[config.mk]
export PLATFORM = sky130hd
export DESIGN_NAME = dwc_queue
export DESIGN_NICKNAME = d
export VERILOG_FILES = /design/src/hdl/dwc_pkg.sv /design/src/hdl/dwc_queue.sv
export SDC_FILE = /design/constraint.sdc
export NUM_CORES = 1
export LEC_CHECK = 0
export ABC_CLOCK_PERIOD_IN_PS = 2600
export BUFFER_PORTS_ARGS = -buffer_cell sky130_fd_sc_hd__buf_2
export CORE_AREA = 2 2 39 41
export CTS_CLUSTER_DIAMETER = 150
export CTS_CLUSTER_SIZE = 25
export DETAILED_ROUTE_END_ITERATION = 8
export DIE_AREA = 0 0 41 43
export HOLD_SLACK_MARGIN = 0.1
export PLACE_DENSITY_LB_ADDON = 0.1
export SLEW_MARGIN = 20
export SYNTH_ARGS = -nofsm -noshare
export SYNTH_HDL_FRONTEND = slang
export SYNTH_SLANG_ARGS = --single-unit
[constraint.sdc]
create_clock -name clk -period 2.6 [get_ports clk]
set_input_delay 0.52 -clock clk [delete_from_list [all_inputs] [get_ports clk]]
set_output_delay 0.52 -clock clk [all_outputs]
set_load 0.005 [all_outputs]
[src/hdl/dwc_pkg.sv]
// Shared constants and types for the depthwise 3x3 convolution core.
// No dependencies; imported by every module of the core.
`default_nettype none

package dwc_pkg;

  // Default plane limits, handed to the top level as parameter defaults
  localparam int DefMaxWidth  = 256;
  localparam int DefMaxHeight = 4096;

  // Fixed field widths
  localparam int PixW  = 16;   // signed Q8.8 pixel
  localparam int WgtW  = 16;   // signed Q3.13 weight
  localparam int ProdW = 32;   // one tap product
  localparam int PartW = 34;   // sum of one kernel row of products
  localparam int SumW  = 36;   // signed Q15.21 result
  localparam int KDim  = 3;
  localparam int Taps  = KDim * KDim;

  // Configuration port
  localparam int CfgIdxW         = 3;
  localparam int CfgDataW        = 48;
  localparam int PlaneWidthRegW  = 9;
  localparam int PlaneHeightRegW = 13;
  localparam int RowWeightsW     = KDim * WgtW;

  localparam logic [PlaneWidthRegW-1:0]  PlaneWidthReset  = PlaneWidthRegW'(256);
  localparam logic [PlaneHeightRegW-1:0] PlaneHeightReset = PlaneHeightRegW'(256);

  typedef enum logic [CfgIdxW-1:0] {
    REG_PLANE_WIDTH    = 3'd0,
    REG_PLANE_HEIGHT   = 3'd1,
    REG_WEIGHTS_TOP    = 3'd2,
    REG_WEIGHTS_MIDDLE = 3'd3,
    REG_WEIGHTS_BOTTOM = 3'd4
  } cfg_reg_t;

  // Job queue between front and back
  localparam int QueueDepth = 4;
  localparam int QLevelW    = $clog2(QueueDepth + 1);

  // Results that one pixel owes, in emission order from the lowest bit up
  typedef struct packed {
    logic cur_here;   // (r, c), final output of the plane
    logic cur_left;   // (r, c-1)
    logic up_here;    // (r-1, c)
    logic up_left;    // (r-1, c-1)
  } emit_t;

endpackage

`default_nettype wire

[src/hdl/dwc_queue.sv]
// Short job queue that decouples the front end from the back end.
// Register array with one read at the head pointer. Uses dwc_pkg.
`default_nettype none

module dwc_queue #(
  parameter int WIDTH = 1
) (
  input  logic                        clk,
  input  logic                        rst,
  input  logic                        push,
  input  logic [WIDTH-1:0]            push_data,
  input  logic                        pop,
  output logic [WIDTH-1:0]            head,
  output logic [dwc_pkg::QLevelW-1:0] level
);
  import dwc_pkg::*;

  localparam int AW = $clog2(QueueDepth);

  logic [WIDTH-1:0] slots [QueueDepth];
  logic [AW-1:0]    wr_ptr;
  logic [AW-1:0]    rd_ptr;

  // Advance pointers and the fill level
  always_ff @(posedge clk) begin
    if (rst) begin
      wr_ptr <= '0;
      rd_ptr <= '0;
      level  <= '0;
    end else begin
      if (push) begin
        wr_ptr <= wr_ptr + AW'(1);
      end
      if (pop) begin
        rd_ptr <= rd_ptr + AW'(1);
      end
      case ({push, pop})
        2'b10:   level <= level + QLevelW'(1);
        2'b01:   level <= level - QLevelW'(1);
        default: level <= level;
      endcase
    end
  end

  always_ff @(posedge clk) begin
    if (push) begin
      slots[wr_ptr] <= push_data;
    end
  end

  assign head = slots[rd_ptr];

endmodule

`default_nettype wire

==> results of run 1 <==
==> path summary, 6_finish.rpt <==
path	slack [ns]	endpoint	start
max	0.85	head	slots[2]$_DFFE_PP_
min	0.46	slots[0]$_DFFE_PP_	push_data
max reg2reg	1.08	level[2]$_SDFFE_PP0P_	level[1]$_SDFFE_PP0P_
min reg2reg	0.49	level[2]$_SDFFE_PP0P_	level[2]$_SDFFE_PP0P_
==> power by group through the flow <==
stage | Sequential [mW] | Combinational (mW) | Clock (mW)
2_1_floorplan | 0.243 | 0.0459 | 0
3_3_place_gp | 0.244 | 0.0655 | 0
3_5_place_dp | 0.244 | 0.0663 | 0
4_1_cts | 0.239 | 0.0681 | 0.131
5_1_grt | 0.241 | 0.0755 | 0.140
6_report | 0.239 | 0.0660 | 0.125
==> cell families after synthesis <==
| family | after synthesis |
|---|---|
| XOR/XNOR | 5 |
| multiplexers | 2 |
| flip-flops | 13 |
| AND/OR/NAND/NOR | 14 |
| AO/OA/AOI/OAI | 3 |
| buffers and inverters | 7 |
| adder cells (fa/ha/maj) | 6 |
==> metrics by stage <==
step | setup slack (ns) | hold WS, ns | std cells
floorplan | 0.812 | 0.474 | 50
global placement | 0.601 | 0.472 | 73
detailed placement | 0.594 | 0.477 | 73
CTS | 0.828 | 0.448 | 77
global route | 0.786 | 0.453 | 77
finish | 0.854 | 0.458 | 77
==> worst reg2reg max path: stages (launching register included) <==
cell     delay [ns]
dfxtp_1        0.36
inv_1          0.07
fa_1           0.42
xor2_1         0.17
or3_1          0.31
a21oi_1        0.13
==> layer usage <==
layer  track usage  routed length (µm)
met4         0.120                  25
met2         0.134                 339
met3        0.0471                  28
met1         0.118                 372
met5             0                   0
==> area by class of cell <==
cell class	count	area, µm²
clock buffer	4	26.3
fill	137	736
inverter	6	22.5
multi-input combinational	30	239
sequential	13	300
tap	16	20.0
timing repair buffer	8	40.0
==> cell usage in the layout (no fill, tap or decap) <==
master,netlist,routed
a21oi_1,2,2
and2_1,4,4
buf_2,0,8
clkbuf_1,1,1
clkbuf_4,0,3
dfxtp_1,9,9
edfxtp_1,4,4
fa_1,1,1
ha_1,5,5
inv_1,6,6
mux2i_1,1,1
mux4_2,1,1
nand2_1,1,1
nor2_1,8,8
o21ai_0,1,1
or3_1,1,1
xnor2_1,2,2
xor2_1,3,3
==> results.md, run 1 <==
* I/O pin count at 9
* Worst setup SP type: flip-flop
* Ys async rst share at 0
* Gpl congestion at 0.679
* Diodes inserted at 0
* Worst slew pin tran at 0.184 ns
* R2R depth at 5
* Synth unique cells at 16
* Endpoints failing setup at 0
* Post-synthesis compound-gate area fraction at 0.0265
* Root Driver: clkbuf_4
* First-pass GRT wire length at 1.12 mm
* RSZ-0062 raised after global routing: no
* Post-CTS Setup Bufs at 0
* Max Freq at 573 MHz
* EDFF count, synth at 4
* Initial antenna violation count at 0
* Net count after synthesis at 61
* Die ar. at 1760 µm²
* Worst Hold Depth at 1
* Port-buffer cells at 8
* Cell Area, Synth at 566 µm²
* Placement Cell Area at 622 µm²
* H-Tree Depth at 1
* Total GRT Usage at 0.107
* Hold WC Path Type: in2reg
* Post-Synth Adder-Cell Area at 0.146
* CP peak stage delay at 0.45 ns
* TritonCTS clock tree: built
* Number of buffers and inverters on the critical path at 1
* Vias in the first global route at 294
* Crit share post-route at 0.671
* Post-CTS sizing at 0
* Clk_skew at 0.00104 ns
* Cell Pwr Density at 663 nW/µm²
* DR vias at 344
* Share of cells above drive strength 1 at 0.197
* Leakage at 0.280 nW
* Rows at 14
* Worst path depth at 2
* CP max-delay cell: mux4_2
* Fraction of the yosys area taken by sequential cells at 0.531
* Max-slew violation count at 0
* Nets at 73
* Most common flop cell mapped by yosys: dfxtp_1
* Top post-synthesis cells by area: dfxtp_1, edfxtp_1, ha_1
* Comb power frac at 0.154
* Flop and latch count out of synthesis at 13
* Slew HR at 0.876
* Die width at 41 µm
* P_sw at 0.109 mW
* Synthesized area per cell at 11.3 µm²
* Largest family of logic cells by synthesized area: adder cells
* Leading cell types by count after synthesis: dfxtp_1, nor2_1, inv_1
* Data arrival time of the worst path at 1.23 ns
* Vias per cell at 4.47
* Worst EP required at 2.08 ns
* Setup TNS at 0 ns
* Int Pwr at 0.321 mW
* Tot Pwr at 0.429 mW
* DRC Markers at 0
* Sw Share at 0.253
* # hold bufs at CTS at 0
* Die height at 43 µm
* Routed len/inst at 9.94 µm
* Critical Path End Type: primary output
* Clock sinks at 13
* Final instance area at 648 µm²
* Largest net degree at the start of global routing at 9
* Longest Clk Path Bufs at 2
* Core Area at 1380 µm²
* Clock share of power at 0.290
* Status: finished, final reports clean
* Finished Core Util at 0.468
* CP top delay family: multiplexers
* Proportion of netlist area held by the largest area contributor at 0.319
* Total grt overflow at 0
* Maxcap violations at 0
* Hpwl dp at 551 µm
* Most common cell in the netlist: dfxtp_1
* Peak VDD IR at 0.000275 V
* Initial core utilization at 0.409
* Fin. Hold Viols at 0
* Post-synthesis mux area share at 0.0575
* WS Path Type: reg2out
* Post-synthesis cell count at 50
* Total CTS buffers at 3
* Register share of total power at 0.556
* Crit-path cells: mux4_2 > buf_2
* Synth Area in Simple Gates at 0.115
* Synth-to-layout area growth at 14.6%
* Clock transition at the registers of the reported paths at 0.08 ns
* Final min period at 1.75 ns
* Synth warn at 0
* Critical path fanouts, max at 1
* Largest area contributor in the netlist: dfxtp_1
* Clk_lat worst skew at 0.27 ns
* Final antenna-violating net count at 0
* XOR/XNOR Fraction of Synth Area at 0.0774
* Total length of routed wires at 765 µm
* Drt pass-1 iters at 2
* DR iter-0 viols at 3
Note: power is estimated with default switching activity, not from simulation.
==> run 2: changes to the inputs <==
Settings changed: ABC_AREA set to 1, ABC_CLOCK_PERIOD_IN_PS 2600 to 1650.
Clock period 2.6 ns to 1.65 ns, I/O delays scaled along.
==> run 2 against run 1 <==
Net effect:
- register-to-register slack worse by 0.69 ns
- first-iteration DRC count rose to 3.3 times the previous value
- count of clock-buffer cells in the layout unchanged
- core utilization up 1.7 points
- non-clock buffer count unchanged
- global-route usage up 1.0 points
- critical path depth up 4
- clock power up 50%
- routed wire length up 2.1%
- sequential cell count unchanged
- critical path type unchanged
==> results.md, run 2 <==
* Fraction of the yosys area taken by sequential cells at 0.513 (-0.0182)
* Clock share of power at 0.288 (-0.002)
* Die height at 43 µm (unchanged)
* Post-CTS sizing at 0 (unchanged)
* Drt pass-1 iters at 3 (+1)
* CP peak stage delay at 0.35 ns (-0.10 ns)
* Fin. Hold Viols at 0 (unchanged)
* Commonest cells after routing, fill and taps aside: inv_1, nand2_1, dfxtp_1, buf_2, a21oi_1
* # hold bufs at CTS at 0 (unchanged)
* FF-to-FF End: level[2]$_SDFFE_PP0P_
* Initial core utilization at 0.423 (+0.0145)
* Vias in the first global route at 360 (+22%)
* Net count after synthesis at 77 (+26%)
* Top post-synthesis cells by area: dfxtp_1, edfxtp_1, ha_1
* Worst EP required at 1.32 ns (-0.76 ns)
* Cell Pwr Density at 967 nW/µm² (+46%)
* Clock sinks at 13 (unchanged)
* Post-synthesis cell count at 66 (+32%)
* DR vias at 421 (+22%)
* Nets at 90 (+23%)
* Diodes inserted at 0 (unchanged)
* Setup TNS at 0 ns (unchanged)
* Total CTS buffers at 3 (unchanged)
* Largest area contributor in the netlist: dfxtp_1
* Max Freq at 725 MHz
* Most common cell after layout, fill and taps aside: inv_1
* First-pass GRT wire length at 1.31 mm (+17%)
* Crit-path cells: inv_1 > nor2_1 > nor2_1 > o21ai_0 > o21ai_1 > buf_2
* Flop and latch count out of synthesis at 13 (unchanged)
* Die ar. at 1760 µm² (unchanged)
* Crit share post-route at 0.836
* Sw Share at 0.249 (-0.00492)
* Hpwl dp at 635 µm (+15%)
* Cell Area, Synth at 586 µm² (+3.5%)
* Total GRT Usage at 0.117 (+0.0102)
* Final instance area at 672 µm² (+3.7%)
* # fillers at 141 (+2.9%)
* R2R Path Start: level[1]$_SDFFE_PP0P_
* Tot Pwr at 0.650 mW (+51%)
* Final antenna-violating net count at 0 (unchanged)
* Port-buffer cells at 8 (unchanged)
* DRC Markers at 0 (unchanged)
* Die width at 41 µm (unchanged)
* Setup ws final at 0.271 ns (-0.584 ns)
* Proportion of netlist area held by the largest area contributor at 0.308 (-0.0109)
* Initial antenna violation count at 0 (unchanged)
* R2R depth at 8 (+3)
* Critical Path End Type: primary output
* Total grt overflow at 0 (unchanged)
* Hold Startpoint: rst
* Placement Cell Area at 646 µm² (+3.8%)
* Int Pwr at 0.488 mW (+52%)
* Flop2flop setup slack at 0.39 ns (-0.69 ns)
* Root Driver: clkbuf_4
* Most common cell in the netlist: inv_1
* Endpoints failing setup at 0 (unchanged)
* Synth-to-layout area growth at 14.7%
* H-Tree Depth at 1 (unchanged)
* EDFF count, synth at 4 (unchanged)
* Synth unique cells at 14 (-2)
* Max-slew violation count at 0 (unchanged)
* Leakage at 0.340 nW (+21%)
* I/O pin count at 9 (unchanged)
* Gpl congestion at 0.713 (+5.0%)
* Worst Setup Slack post-DPL at 0.0672 ns (-0.526 ns)
* Register share of total power at 0.566 (+0.010)
* Final min period at 1.38 ns
* Most common flop cell mapped by yosys: dfxtp_1
* Leading cell types by count after synthesis: inv_1, dfxtp_1, nand2_1
* Routed len/inst at 8.31 µm (-16%)
* Worst slew pin tran at 0.154 ns (-0.0305 ns)
* Slew HR at 0.897 (+0.0205)
* Finished Core Util at 0.486 (+0.0172)
* Synth warn at 0 (unchanged)
* Core Area at 1380 µm² (unchanged)
* Worst Hold Depth at 2 (+1)
* Post-CTS Setup Bufs at 0 (unchanged)
* Hold WC Path Type: in2reg
* DR iter-0 viols at 10 (+7)
* Synthesized area per cell at 8.87 µm² (-22%)
* Data arrival time of the worst path at 1.05 ns (-0.18 ns)
* RSZ-0062 raised after global routing: no
* TritonCTS clock tree: built
* Status: finished, final reports clean
* Maxcap violations at 0 (unchanged)
* Clk_lat worst skew at 0.26 ns (about the same)
* Vias per cell at 4.48 (+0.25%)
* Critical path fanouts, max at 3 (+2)
* P_sw at 0.162 mW (+48%)
* Total length of routed wires at 781 µm (+2.1%)
* Peak VDD IR at 0.000682 V (+150%)
* CP max-delay cell: dfxtp_1
* Longest Clk Path Bufs at 2 (unchanged)
* Comb power frac at 0.147 (-0.007)
* CP top delay family: flip-flops
* Share of cells above drive strength 1 at 0.179 (-0.0172)
* Worst setup SP type: flip-flop
* Rows at 14 (unchanged)
* Largest net degree at the start of global routing at 8 (-1)
* Number of buffers and inverters on the critical path at 2 (+1)
* Cell mode on critical path: nor2_1
* WS Path Type: reg2out
* Clock transition at the registers of the reported paths at 0.07 ns (about the same)
* Ys async rst share at 0 (unchanged)
* Clk_skew at 0.000408 ns (-0.000630 ns)
## run 2: changes by cell type in the layout (fill, tap and decap cells not counted), moves of 3 or more
cell	delta
o21ai_1	+5
nor2_1	-3
nand2_1	+8
a21oi_1	+4
inv_1	+7
inv_2	+3
and2_1	-4
## run 2: power by group through the flow
stage          clock network, mW  registers (mW)  logic (mW)
4_1_cts                    0.197           0.368      0.0973
2_1_floorplan                  0           0.374      0.0641
3_3_place_gp                   0           0.375      0.0936
5_1_grt                    0.211           0.371       0.115
6_report                   0.187           0.368      0.0953
3_5_place_dp                   0           0.376      0.0971
## run 2: routing by layer
metal,track usage,vias up,share of wire
met5,0,-,0
met2,0.178,6,0.48
met4,0.0400,0,0.017
met1,0.114,183,0.46
li1,-,230,-
met3,0.0942,2,0.047
## run 2: logic make-up after synthesis
group | Yosys count | synth area share
AOI/OAI and AO/OA | 14 | 0.120
buffers and inverters | 16 | 0.103
xor gates and xnor gates | 1 | 0.0150
adders and majority gates | 6 | 0.141
DFF | 13 | 0.513
and+or+nand+nor | 16 | 0.109
## run 2: how the worst max path moves through the flow
stage,depth (start not counted),slack (ns),start,end
3_3_place_gp,11,0.07,push,level[2]$_SDFFE_PP0P_
3_5_place_dp,11,0.07,push,level[2]$_SDFFE_PP0P_
6_report,6,0.27,flip-flop,head
5_1_grt,6,0.16,flip-flop,head
2_1_floorplan,10,0.28,push,level[2]$_SDFFE_PP0P_
4_1_cts,6,0.24,flip-flop,head
## run 2: metrics by stage
stage,instances,hold slack [ns]
after floorplan,66,0.411
after CTS,94,0.239
after detailed placement,90,0.472
after global placement,90,0.460
after global routing,94,0.244
final,94,0.246
## run 2: layout make-up
cell class / instances / area, µm² / area share
inverter: 16 / 60.1 / 0.0894
multi-input combinational: 37 / 225 / 0.335
sequential: 13 / 300 / 0.447
tap: 16 / 20.0 / 0.0298
timing repair buffer: 8 / 40.0 / 0.0596
clock buffer: 4 / 26.3 / 0.0391
